<file path="src/hw/rtl/kbez_pkg.sv">
// shared constants and types for the keyframe bezier evaluator
package kbez_pkg;
    localparam int KbezMaxKeys = 16;
    localparam logic [1:0] OP_ADD = 2'd0;
    localparam logic [1:0] OP_REMOVE = 2'd1;
    localparam logic [1:0] OP_EVAL = 2'd2;
    localparam logic [1:0] OP_NONE = 2'd3;
    localparam logic [2:0] ST_OK = 3'd0;
    localparam logic [2:0] ST_DUP = 3'd1;
    localparam logic [2:0] ST_FULL = 3'd2;
    localparam logic [2:0] ST_BAD_INDEX = 3'd3;
    localparam logic [2:0] ST_NO_BRACKET = 3'd4;
    localparam logic [15:0] NOT_BRACKETED = 16'hF000;
    typedef struct packed {
        logic [15:0] t;
        logic [15:0] v;
        logic [15:0] hin;
        logic [15:0] hout;
    } t_key;
endpackage

</file>
<file path="src/hw/rtl/kbez_div.sv">
// restoring divider giving the 16 bit segment fraction, one bit a cycle
module kbez_div
    import kbez_pkg::*;
(
    input  logic        i_clk,
    input  logic        i_rst_n,
    input  logic        i_go,
    input  logic [16:0] i_num,
    input  logic [16:0] i_den,
    output logic        o_done,
    output logic [15:0] o_quo
);
    logic [17:0] r_rem;
    logic [16:0] r_den;
    logic [15:0] r_quo;
    logic [4:0]  r_cnt;
    logic        r_busy;
    logic [17:0] w_sh;
    logic [17:0] w_sub;

    assign w_sh  = {r_rem[16:0], 1'b0};
    assign w_sub = w_sh - {1'b0, r_den};
    assign o_quo = r_quo;

    always_ff @(posedge i_clk) begin
        if (!i_rst_n) begin
            r_busy <= 1'b0;
            o_done <= 1'b0;
            r_cnt  <= '0;
        end else begin
            o_done <= 1'b0;
            if (i_go) begin
                r_busy <= 1'b1;
                r_cnt  <= 5'd16;
                r_rem  <= {1'b0, i_num};
                r_den  <= i_den;
                r_quo  <= '0;
            end else if (r_busy) begin
                if (!w_sub[17]) begin
                    r_rem <= w_sub;
                    r_quo <= {r_quo[14:0], 1'b1};
                end else begin
                    r_rem <= w_sh;
                    r_quo <= {r_quo[14:0], 1'b0};
                end
                r_cnt <= r_cnt - 5'd1;
                if (r_cnt == 5'd1) begin
                    r_busy <= 1'b0;
                    o_done <= 1'b1;
                end
            end
        end
    end
endmodule

</file>
<file path="config.mk">
export PLATFORM = sky130hd
export DESIGN_NAME = kbez_div
export DESIGN_NICKNAME = d
export VERILOG_FILES = /design/src/hw/rtl/kbez_pkg.sv /design/src/hw/rtl/kbez_div.sv
export SDC_FILE = /design/constraint.sdc
export NUM_CORES = 1
export LEC_CHECK = 0
export ABC_AREA = 1
export ABC_CLOCK_PERIOD_IN_PS = 2930
export BUFFER_PORTS_ARGS = -buffer_cell sky130_fd_sc_hd__buf_2
export CAP_MARGIN = 20
export CORE_UTILIZATION = 40
export DETAILED_ROUTE_END_ITERATION = 7
export PLACE_DENSITY = 0.61
export SLEW_MARGIN = 10
export SYNTH_ARGS = -nofsm -noshare
export SYNTH_HDL_FRONTEND = slang
export SYNTH_SLANG_ARGS = --single-unit
</file>
<file path="constraint.sdc">
create_clock -name i_clk -period 2.93 [get_ports i_clk]
set_input_delay 0.293 -clock i_clk [delete_from_list [all_inputs] [get_ports i_clk]]
set_output_delay 0.293 -clock i_clk [all_outputs]
set_load 0.03 [all_outputs]
</file>
* Word level (Yosys, flattened, before mapping)
Index checks and enable logic that the tools add are counted.
Word-level totals: flip-flop bits (word level) 57, latch bits 0, RAM bits 0, ROM bits 0, input bits 37, output and inout port bits 17, logic and storage cells 28, memories kept 0
Operators by class: $add $sub $neg 2, multipliers 0, div/mod/pow operators 0, $lt $le $gt $ge 0, equality and inequality tests 1, shift operators 0, muxes and demuxes 11, bitwise gates (word level) 2, reductions and logical operators 5
Operator list (count):
- $mux W17 | 3
- $sub A18 B17 Y18 | 1
- $mux W16 | 1
- $mux W5 | 2
- $eq A5 B1 Y1 const B | 1
- $mux W1 | 5
- $sub A5 B1 Y5 const B | 1
- $reduce_and A2 Y1 | 2
- $reduce_or A3 Y1 | 1
- $not A1 Y1 | 2
- $reduce_bool A2 Y1 | 1
- $reduce_or A2 Y1 | 1

* Depth between registers and ports, before layout
word-level depth 4, mapped depth 15, depth with buffers taken out 14

* Least setup slack after synthesis
OpenSTA, ideal clock, no wires.
path type input -> register, start input port i_go, end register r_quo[0], in the netlist o_quo[0] (enable), setup time 0.436 ns, arrival 2.386 ns, slack 0.108 ns, stages 3, buffers on the path 1, cell sequence buf_2 clkinv_1 a21oi_1
Between the ends: cells in the longest elaborated chain, start to end 2
Ends and longest elaborated chain:
- start, declared | RTL line kbez_div.sv:7 | input logic i_go,
- $reduce_bool A2 Y1 (no source line)
- $reduce_and A2 Y1 (no source line)
- end signal, assigned | RTL line kbez_div.sv:41 | r_quo <= {r_quo[14:0], 1'b1};
- end signal, assigned | RTL line kbez_div.sv:44 | r_quo <= {r_quo[14:0], 1'b0};
- end, declared | RTL line kbez_div.sv:15 | logic [15:0] r_quo;
No other way between the ends. A chain may end at the register's enable or synchronous reset.

* Worst setup path in the final report
start register r_rem[3], end register r_rem[1], data pin
Between the ends: cells in the longest elaborated chain, start to end 4
Ends and longest elaborated chain:
- start, declared | RTL line kbez_div.sv:13 | logic [17:0] r_rem;
- start signal, assigned | RTL line kbez_div.sv:35 | r_rem <= {1'b0, i_num};
- start signal, assigned | RTL line kbez_div.sv:40 | r_rem <= w_sub;
- start signal, assigned | RTL line kbez_div.sv:43 | r_rem <= w_sh;
- $sub A18 B17 Y18 | RTL line kbez_div.sv:22 | assign w_sub = w_sh - {1'b0, r_den};
- $mux W17 | RTL line kbez_div.sv:39 | if (!w_sub[17]) begin
- $mux W17 | RTL line kbez_div.sv:38 | end else if (r_busy) begin
- $mux W17 | RTL line kbez_div.sv:32 | if (i_go) begin
No other way between the ends. The select of a mux whose other input is x is not followed.

==> impl_summary.md <==
Run status
The run finished with clean final reports.

Clock tree
The tree is rooted in a clkbuf_8. The source-to-sink clock delay at the later pin of the worst-skew pair is 330 ps. The H-tree level count is 3. Clock tree synthesis inserted a total of 9 buffers. After clock tree synthesis, the clock-pin slew on the worst setup and hold paths is 70 ps.

TritonCTS built the clock tree. The total clock sinks is 57. Buffers added to address setup during post-CTS repair amount to 0. The number of gates resized after cts is 0. The maximum buffer depth of the clock tree is 2. After clock tree synthesis, the flow added hold-fix buffers numbering 0.

Critical path
The worst reg2reg path endpoint is r_rem[1]. Traced cell by cell, the critical path runs through ha_1, nand2_2, inv_1, nand2_1, nand2_1, nand2_1, nand3_2, nand2_4, nand3_2, nand3_1, nand3_1, nand2_1. At the worst endpoint, the required time is 3130 ps.

The worst-case register-to-register setup slack is 650 ps. The cell depth of the worst flop-to-flop path is 12. The maximum single-stage delay on the critical path is 430 ps. The path type of the worst setup path is flip-flop to flip-flop. Data arrives at the worst endpoint at 2480 ps.

The kind of capture point of the worst setup path is a flip-flop. In this run the worst path has a maximum fanout of 16. The slowest stage cell on the critical path is edfxtp_1. The most numerous cell type found on the critical path is nand2_1. The source of the worst register-to-register timing path is r_rem[3]. The worst setup path is launched from a flip-flop.

Route
The total via count in the routed design is 3,068. The met2 layer wire length in the routed design is 3670 µm. For this run, the detailed router's first-pass iteration total came to 4. The routed length on met1 is 3900 µm. The routed length on met3 is 504 µm.

The wire length after detailed routing is 8220 µm. The post-detailed-route count of antenna-violating nets is 0. The remaining design rule violation count is 0. The detailed router's first-iteration violation count is 100. The final routed wire length divided by cell count is 12.3 µm. The highest routing layer actually used is met4. Dividing the detail-routed via count by the number of cells gives 4.58.

Yosys
The synthesized flop and latch total is 57. The predominant post-synthesis flop cell is edfxtp_1. By instance count, the leading cell after synthesis is nand2_1. The async set or reset register ratio after synthesis is 0.

The number of different library cells in the post-synthesis netlist is 35. Of the total synthesized cell area, the portion taken by full adders, half adders and majority gates is 0.0646. The xor/xnor cell area share of the yosys netlist is 0.0161. By area, the combinational part of the netlist is dominated by simple AND/OR/NAND/NOR gates. Of the total synthesized cell area, the portion taken by AND, OR, NAND and NOR gates is 0.344. Yosys attributes the largest share of cell area to edfxtp_1, nand2_1, inv_1. The synthesized net count is 534.

The portion of synthesized area spent on multiplexers is 0. The synthesized netlist cell count is 478. The post-synthesis compound-gate area fraction is 0.0234. The Yosys step of the flow raised 0 warnings.

The share of synthesized area in the top cell type comes to 0.395. edfxtp_1 takes more of the synthesized area than any other cell. Averaged over all synthesized cells, the footprint is 7.95 µm². Summing every instance area after synthesis gives 0.00380 mm².

Counting flops with a built-in enable in the synthesized netlist gives 50. After synthesis, the most frequently instantiated cells are nand2_1, inv_1, edfxtp_1. The post-synthesis sequential area ratio is 0.432.

Floorplanning
The vertical extent of the die is 99.5 µm. The number of placement rows is 35. The floorplan step defined a die boundary enclosing 0.00989 mm². The die width is 99.5 µm. The effective utilization at floorplan is 0.411. During I/O placement, the number of pins put on the boundary was 54. In this run the standard cell core region covers 0.00924 mm².

Place
The estimated wirelength of the detail-placed design is 6220 µm. The weighted congestion at the end of routability-driven global placement is 0.868. The instance area at placement is 0.00421 mm². The number of buffer cells added on primary ports is 53.

Finish
In the final layout, the share of cells above drive strength 1 is 0.209. The number of diodes added for antenna fixing is 0. For this run, the post-layout net count is 592. The layout has 943 filler cells.

With fillers left out, the area of the finished cells amounts to 0.00439 mm². The area overhead of the layout relative to synthesis is 15.6%.

GRT
The first global-routing pass estimated 14,000 µm of wire. Entering global routing, the biggest net connects 37 pins. The number of global-route vias before repair is 3,117. The initial antenna violation count was 0. The overflow left after global routing is 0. Across every metal layer, demand over resource in global routing totals 0.182.

STA
The number of failing setup endpoints in the final timing report is 0. The final count of hold timing violations was 0. The maximum operating frequency is 439 MHz. In the finished design, the share of the clock period the worst path needs comes to 0.778.

In the final timing run, aggregate negative setup slack is 0 ps. Headroom to the max-slew limit came out at 0.482. The final number of max-transition violations is 0. The worst path in the final design needs a cycle of 2280 ps, including I/O delays and setup. Across the routed clock network, the largest skew measured is 7.56 ps.

At the pin with the least slew margin, the transition time is 776 ps. Setup repair after global routing left no endpoint under its margin.

Worst hold path
The worst hold path belongs to the class input pin to flip-flop. The startpoint of the lowest-slack hold path is i_den[16]. The count of cells along the worst hold path is 1. The path with the worst hold slack has its endpoint at r_den[16].

Flow run
The total of max-cap violations is 0.

Power and ir drop
The power density over cell area is 545 mW/mm². The peak supply drop is 0.270 mV. The leakage component of the power is 2.28 nW.
registers in the layout, summed over array words and instances (netlist names):
name / cells
r_cnt: 5
o_done: 1
o_quo: 16
r_busy: 1
r_rem: 17
r_den: 17
per-layer routing:
layer	track usage	up-vias
met4	0.0690	0
met3	0.0506	10
met2	0.296	70
li1	-	1612
met1	0.231	1376
met5	0	-
cell families (layout without fill, tap and decap cells):
group           Yosys count  count (layout)
simple gates            267             267
buf+inv                 113             176
flops                    57              57
fa+ha+maj                19              19
compound gates           15              15
xor+xnor                  7               7
cell usage in the layout (no fill, tap or decap), types with 2 or more instances in the layout:
cell        instances
nand2_4             4
nand3_2            21
buf_2              53
inv_2               5
nand2_2             4
clkbuf_8            9
nor2_1             35
edfxtp_1           50
clkinv_1            2
xor2_1              2
xnor2_1             5
buf_4               2
nand3b_1            6
nor2_2              2
clkinvlp_4          2
nand3_1            37
dfxtp_1             7
inv_1              98
nor3_1              5
nand2_1           144
and2_1              2
clkinv_2            2
a21oi_1             9
ha_1               18
nand4_1             2
worst max path at each step:
stage	slack, ps	to	start	cells after the start
after floorplan	110	o_quo[0]	i_go	3
after global placement	670	r_rem[7]	r_rem[11]	12
after global routing	450	r_rem[1]	r_rem[10]	12
after detailed placement	690	r_rem[1]	r_rem[10]	12
after CTS	670	r_rem[15]	r_rem[10]	12
final	650	r_rem[1]	r_rem[3]	12
stage by stage:
step,utilization,hold WS [ps],instances,setup slack (ps),total power [W]
floorplan,-,392,478,108,0.00155
global placement,0.455,465,654,667,0.00169
detailed placement,0.455,471,654,687,0.00170
CTS,0.475,115,670,668,0.00242
global route,0.475,108,670,455,0.00255
finish,0.475,135,670,650,0.00239
area by class of cell:
| cell class | count | area [µm²] | share of cell area |
|---|---|---|---|
| Tap cell | 129 | 161 | 0.0368 |
| Timing Repair Buffer | 56 | 300 | 0.0684 |
| Sequential cell | 57 | 1640 | 0.374 |
| Multi-Input combinational cell | 308 | 1710 | 0.390 |
| Clock inverter | 6 | 58.8 | 0.0134 |
| Inverter | 104 | 390 | 0.0889 |
| Clock buffer | 10 | 128 | 0.0291 |
critical path, delay by kind of cell (launching register included):
kind,cells,cell delay (ps)
fa+ha+maj,1,390
buf+inv,1,50
flops,1,430
simple gates,10,1300
where the power goes:
group / switching, W / internal [W] / total (W)
Clock: 0.000320 / 0.000387 / 0.000707
Combinational: 0.000445 / 0.000249 / 0.000694
Sequential: 0.0000334 / 0.000960 / 0.000993
Total: 0.000799 / 0.00160 / 0.00239
Power figures use the tool's default switching activity.
