--- config.mk ---
export PLATFORM = sky130hd
export DESIGN_NAME = kbez_blend
export DESIGN_NICKNAME = d
export VERILOG_FILES = /design/src/hw/rtl/kbez_pkg.sv /design/src/hw/rtl/kbez_blend.sv
export SDC_FILE = /design/constraint.sdc
export NUM_CORES = 2
export LEC_CHECK = 0
export BUFFER_PORTS_ARGS = -buffer_cell sky130_fd_sc_hd__buf_4
export CAP_MARGIN = 25
export CORE_MARGIN = 2
export CORE_UTILIZATION = 35
export CTS_BUF_LIST = sky130_fd_sc_hd__clkbuf_2 sky130_fd_sc_hd__clkbuf_4 sky130_fd_sc_hd__clkbuf_8
export DETAILED_ROUTE_END_ITERATION = 10
export GPL_TIMING_DRIVEN = 1
export SYNTH_ARGS = -nofsm -noshare
export SYNTH_HDL_FRONTEND = slang
export SYNTH_SLANG_ARGS = --single-unit
--- constraint.sdc ---
create_clock -name i_clk -period 11.3 [get_ports i_clk]
set_input_delay 0.565 -clock i_clk [delete_from_list [all_inputs] [get_ports i_clk]]
set_output_delay 0.565 -clock i_clk [all_outputs]
set_load 0.05 [all_outputs]
--- src/hw/rtl/kbez_pkg.sv ---
// shared constants and types for the keyframe bezier evaluator
package kbez_pkg;
    localparam int KbezMaxKeys = 16;
    localparam logic [1:0] OP_ADD = 2'd0;
    localparam logic [1:0] OP_REMOVE = 2'd1;
    localparam logic [1:0] OP_EVAL = 2'd2;
    localparam logic [1:0] OP_NONE = 2'd3;
    localparam logic [2:0] ST_OK = 3'd0;
    localparam logic [2:0] ST_DUP = 3'd1;
    localparam logic [2:0] ST_FULL = 3'd2;
    localparam logic [2:0] ST_BAD_INDEX = 3'd3;
    localparam logic [2:0] ST_NO_BRACKET = 3'd4;
    localparam logic [15:0] NOT_BRACKETED = 16'hF000;
    typedef struct packed {
        logic [15:0] t;
        logic [15:0] v;
        logic [15:0] hin;
        logic [15:0] hout;
    } t_key;
endpackage

--- src/hw/rtl/kbez_blend.sv ---
// sequential bezier blend: weights and weighted sum, each weight added in as the next is formed
module kbez_blend
    import kbez_pkg::*;
(
    input  logic        i_clk,
    input  logic        i_rst_n,
    input  logic        i_go,
    input  logic [15:0] i_u,
    input  logic [15:0] i_p0,
    input  logic [15:0] i_p1,
    input  logic [15:0] i_p2,
    input  logic [15:0] i_p3,
    output logic        o_done,
    output logic [15:0] o_y
);
    // step sequence on one shared 17x34 multiplier, plus a 51x16 signed weight-by-point multiplier
    logic [3:0]  r_step;
    logic        r_busy;
    logic [16:0] r_s;
    logic [16:0] r_u;
    logic [33:0] r_ss, r_su, r_uu;
    logic [50:0] r_w;
    logic signed [67:0] r_acc;
    logic [15:0] r_p [4];
    logic [16:0] w_a;
    logic [33:0] w_b;
    logic [50:0] w_prod;
    logic signed [67:0] w_term;
    logic [67:0] w_rnd;

    assign w_prod = 51'(w_a) * 51'(w_b);
    assign w_term = $signed({17'd0, r_w}) * $signed({{52{r_p[r_step[1:0]][15]}},
                    r_p[r_step[1:0]]});
    assign w_rnd = r_acc + 68'sh8000_0000_0000;
    assign o_y = w_rnd[63:48];

    always_comb begin
        w_a = r_s;
        w_b = {17'd0, r_s};
        case (r_step)
            4'd0: begin w_a = r_s; w_b = {17'd0, r_s}; end
            4'd1: begin w_a = r_s; w_b = {17'd0, r_u}; end
            4'd2: begin w_a = r_u; w_b = {17'd0, r_u}; end
            4'd3: begin w_a = r_s; w_b = r_ss; end
            4'd4: begin w_a = r_s; w_b = r_su; end
            4'd5: begin w_a = r_s; w_b = r_uu; end
            4'd6: begin w_a = r_u; w_b = r_uu; end
            default: begin w_a = r_s; w_b = r_ss; end
        endcase
    end

    always_ff @(posedge i_clk) begin
        if (!i_rst_n) begin
            r_busy <= 1'b0;
            o_done <= 1'b0;
            r_step <= '0;
        end else begin
            o_done <= 1'b0;
            if (i_go) begin
                r_busy <= 1'b1;
                r_step <= '0;
                r_u    <= {1'b0, i_u};
                r_s    <= 17'h10000 - {1'b0, i_u};
                r_p[0] <= i_p0;
                r_p[1] <= i_p1;
                r_p[2] <= i_p2;
                r_p[3] <= i_p3;
                r_acc  <= '0;
            end else if (r_busy) begin
                r_step <= r_step + 4'd1;
                case (r_step)
                    4'd0: r_ss <= w_prod[33:0];
                    4'd1: r_su <= w_prod[33:0];
                    4'd2: r_uu <= w_prod[33:0];
                    4'd3: r_w <= w_prod;
                    4'd4: r_w <= w_prod;
                    4'd5: r_w <= w_prod;
                    4'd6: r_w <= w_prod;
                    default: ;
                endcase
                // weight for point k is applied the cycle after it is formed
                case (r_step)
                    4'd4: r_acc <= r_acc + w_term;
                    4'd5: r_acc <= r_acc + 68'sd3 * w_term;
                    4'd6: r_acc <= r_acc + 68'sd3 * w_term;
                    4'd7: begin
                        r_acc  <= r_acc + w_term;
                        r_busy <= 1'b0;
                    end
                    default: ;
                endcase
                if (r_step == 4'd8) r_busy <= 1'b0;
            end
            if (r_busy && r_step == 4'd7) o_done <= 1'b1;
        end
    end
endmodule

# == Yosys cells after proc, flatten, opt, wreduce, memory -nomap -nowiden ==
# Memory sizes are Yosys's and may differ from the RTL's. A register that Yosys moved wholly into a read port is not among the register bits.
# Cells that the tools add are included.
# op_classes
bitwise_logic,2
n_mux,14
eq_ne,8
multipliers,3
reduce_logical,16
add_sub_neg,5
# ops
operator,n
$add 68x68->68,2
$pmux 34 s4,1
$pmux 68 s2,1
$mul 3x68->68 const A,1
$mul 52x16->68,1
$mux 68,1
$add 64x49->64 const B,1
$mul 17x34->51,1
$mux 17,1
$sub 17x16->17 const A,1
$eq 4x3->1 const B,4
$reduce_and 4->1,4
$reduce_or 2->1,5
$eq 4x2->1 const B,2
$mux 1,8
$add 4x1->4 const B,1
$eq 4x1->1 const B,1
$eq 4x4->1 const B,1
$logic_not 4->1,1
$mux 2,2
$reduce_or 4->1,1
$reduce_and 3->1,1
$reduce_bool 3->1,1
$not 1->1,2
3 further kinds,3
# totals
ram_bits,64
n_memories,1
output_inout_bits,17
in_bits,83
elab_cells,59
regBits,260
# memory_table
name,words,width,rd,rd_clocked_by_memory_dff,wr,line_no,text
r_p,4,16,1,1,4,kbez_blend.sv:24,logic [15:0] r_p [4];

# == Depth between registers and ports, before layout ==
# logic_depth
word_depth,5
ltp_mapped,49
mapped_depth_nobuf,46

# == Least setup slack after synthesis ==
# Ideal clock, no wire load.
# synth_timing
path_kind,flip-flop to flip-flop
from,reg (tool-made name)
to,"reg r_acc[62], data pin"
setup_ps,269
period_less_slack_ps,11337
slack_ps,-37
t_required_ps,11031
arrival_ps,11068
path_buffers,4
path_stages_with_launch,49
path_cell_list,dfxtp_1 clkbuf_1 clkbuf_1 mux4_2 clkbuf_1 and2_1 fa_1 inv_1 fa_1 fa_1 inv_1 fa_1 fa_1 inv_1 fa_1 inv_1 ha_1 buf_2 [... 13 more ...] ha_1 inv_1 fa_1 inv_1 ha_1 a21o_1 a21o_1 a41o_1 a21oi_1 a21oi_1 a41oi_1 o31ai_1 a2111oi_0 o21bai_1 a21oi_1 o21a_1 xor2_1 o31ai_1
# synth_rtl
element,line_no,text
"end signal, assigned",kbez_blend.sv:83,4'd4: r_acc <= r_acc + w_term;
"end signal, assigned",kbez_blend.sv:84,4'd5: r_acc <= r_acc + 68'sd3 * w_term;
"end signal, assigned",kbez_blend.sv:85,4'd6: r_acc <= r_acc + 68'sd3 * w_term;
"end, declared",kbez_blend.sv:23,logic signed [67:0] r_acc;

==> metrics.yaml <==
global_routing:
  grt.overflow.total: 0
  grt_pass1_wl_mm: 308.5
  grt_max_degree: 69
  grt_antenna_before_repair: 13
  grt_usage: 0.2066
  grt_pass1_vias: 53957
floorplanning:
  rows: 158
  coreArea_um2: 185800
  die_h_um: 436.7
  ioPinCount: 100
  die_w_um: 436.7
  start_util: 0.3527
  design.die.area_um2: 190700
clock_network:
  clock_path_buffers: 3
  clock_sinks: 321
  cts_htree_levels: 3
  cts-root-buf: "clkbuf_8"
  clk_pin_slew_ps: 50
  tritoncts: "done"
  cts_buffers: 66
  insertion_delay_ps: 790
flow_run:
  cap_violations: 0
detailed_routing:
  vias: 50790
  drc_errors: 0
  viasPerCell: 5.015
  drt-total-wl_mm: 198.9
  wl_per_cell_um: 19.64
  drt_first_pass_iters: 6
  antenna_left: 0
  drtIter0Drc: 3545
final_layout:
  n_fill_cell: 18527
  regArea_um2: 9563
  drive_above_1_share: 0.1065
  multi_input_area_um2: 49410
  fin_util: 0.4008
  area_growth_pct: 13.64
  layout.nets: 9379
timing:
  finalSetupViolCount: 0
  final.period_utilization: 0.9630
  min_period_ps: 10880
  tightest_slew_ps: 1080
  finalHoldViolCount: 0
  slew_viol_final: 0
  fmaxAchievable_ghz: 0.09190
  fin_skew_ps: 77.85
  setup_ws_ps: 418.4
  maxSlewHeadroom: 0.2592
logic_synthesis:
  ys_ff_latch: 321
  yosys_warnings: 0
  syn_area_um2: 65540
  async_flop_share: 0
  seq_area_frac_synth: 0.1459
  netlist_instances: 7242
  syn-num-nets: 9029
  synth_flop_cell: "edfxtp_1"
  synth_edf_count: 313
  synth_area_per_cell_um2: 9.049
  yosysUniqueCellTypes: 92
critical_path:
  endpoint_kind: "flip-flop"
  crit_type: "reg -> reg"
  start_kind: "flip-flop"
  critical_path.most_common_cell: "fa_1"
  reg2reg_slack_ps: 420
  regToRegEndpoint: "r_acc[63]"
  crit_slowest_cell: "mux4_2"
  reg2regPathDepth: 42
  arrival_ps: 11370
  crit_fanout: 24
  cp-endpoint: "r_acc[63]"
  max_stage_delay_ps: 660
  required_ps: 11790
placement:
  place_ws_ps: -161.0
  hpwl_mm: 158.7
  io_buffer_count: 99
  gp_congestion: 0.9302
status:
  status: "completed"
worst_hold_path:
  min_path_type: "in -> reg"
## final cells by class
cell class | count | share of cell area
Clock buffer | 83 | 0.01391
Multi-Input combinational cell | 4978 | 0.6634
Timing Repair Buffer | 590 | 0.06629
Antenna cell | 4 | 0.0001344
Tap cell | 2480 | 0.04167
Sequential cell | 321 | 0.1284
Clock inverter | 37 | 0.003747
Inverter | 1635 | 0.08244
## stage by stage
step	area (um2)	instances	setup TNS (ps)	hold slack, ps
4_1_cts	73390	10086	0	6.968
3_3_place_gp	71320	9892	-829.5	580.1
3_5_place_dp	71330	9893	-840.6	571.0
2_1_floorplan	65540	7242	0	527.5
5_1_grt	74470	10127	-109.4	17.85
6_report	74470	10128	0	72.10
## routing by layer
metal  vias up  wire length (um)  track usage
met1     25667             83720       0.2750
li1      22947                 -            -
met2      1774             92410       0.3399
met3       400             15150      0.03869
met4         2              7566      0.06463
met5         -                16            0
## synth_stat cells (all sizes together), types with 10 or more instances
| cell type | instances | area (um2) |
|---|---|---|
| a211oi | 24 | 185.2 |
| a21o | 139 | 1044 |
| a21oi | 283 | 1428 |
| a221oi | 15 | 131.4 |
| a22o | 11 | 96.34 |
| a22oi | 38 | 285.3 |
| a31oi | 30 | 202.7 |
| and2 | 337 | 2108 |
| and3 | 21 | 131.4 |
| buf | 22 | 92.59 |
| clkbuf | 290 | 1090 |
| edfxtp | 313 | 9399 |
| fa | 1225 | 24520 |
| ha | 479 | 5993 |
| inv | 1635 | 6137 |
| maj3 | 11 | 113.9 |
| mux2 | 14 | 157.7 |
| mux2i | 12 | 120.1 |
| mux4 | 15 | 337.8 |
| nand2 | 1146 | 4302 |
| nand2b | 45 | 281.5 |
| nand3 | 55 | 275.3 |
| nand4 | 42 | 262.8 |
| nor2 | 293 | 1100 |
| nor2b | 31 | 193.9 |
| nor3 | 45 | 225.2 |
| nor4 | 10 | 62.56 |
| o211ai | 17 | 132.6 |
| o21a | 28 | 210.2 |
| o21ai | 133 | 676.9 |
| o21bai | 37 | 277.8 |
| o31ai | 15 | 112.6 |
| or2 | 28 | 175.2 |
| or3 | 13 | 81.33 |
| xnor2 | 195 | 1730 |
| xor2 | 78 | 683.2 |
## placed cells by master (no fill, tap or decap), types with 77 or more instances in the layout
| cell type | count |
|---|---|
| a21o_1 | 139 |
| a21oi_1 | 259 |
| and2_1 | 330 |
| buf_4 | 487 |
| edfxtp_1 | 313 |
| fa_1 | 1213 |
| ha_1 | 466 |
| inv_1 | 1633 |
| nand2_1 | 1143 |
| nor2_1 | 291 |
| o21ai_0 | 111 |
| xnor2_1 | 187 |
| xor2_1 | 77 |
## state kept, by name, indices dropped and copies added (netlist names), named ones only
signal	cells
r_acc	64
r_p	64
r_w	51
r_ss	34
r_su	34
r_uu	34
r_s	17
r_u	15
r_step	4
o_done	1
r_busy	1
## cells by family after synthesis
group / count (synthesis) / share of synthesized area
AND/OR/NAND/NOR: 2094 / 0.1439
flip-flops: 321 / 0.1459
adder cells (fa/ha/maj): 1715 / 0.4674
multiplexers: 41 / 0.009393
AO/OA/AOI/OAI: 850 / 0.08458
buffers and inverters: 1947 / 0.1117
XOR/XNOR: 274 / 0.03717
## worst min-delay path by stage
stage               slack (ps)       from          to  depth (start not counted)
floorplan                  530  r_step[2]   r_step[2]                          2
global placement           580  r_step[2]   r_step[2]                          2
detailed placement         570  r_step[2]   r_step[2]                          2
CTS                          7   i_p0[12]  r_p[0][12]                          1
global route                20   i_p0[12]  r_p[0][12]                          1
finish                      70   i_p1[12]  r_p[1][12]                          1
## critical path: cells and delay by family, from the launching register on
kind                     cells  cell delay [ps]
multiplexers                 1              660
buffers and inverters       12             1410
adder cells (fa/ha/maj)     10             4240
XOR/XNOR                     4              820
AND/OR/NAND/NOR              4              520
flip-flops                   1              390
AO/OA/AOI/OAI               11             2570
## timing repair
item / 4_1_cts / 5_1_grt
hold buffers: 72 / 0
resized for setup: 3 / 140
buffers inserted: 1 / 31
setup endpoints to repair: 8 / 18
hold endpoints to repair: 72 / 0
gates cloned: 0 / 7
pin swaps: 0 / 51
Power is left out: the tool's default activity adds up to more than one toggle a clock period on the data nets, which glitch-free logic cannot reach.
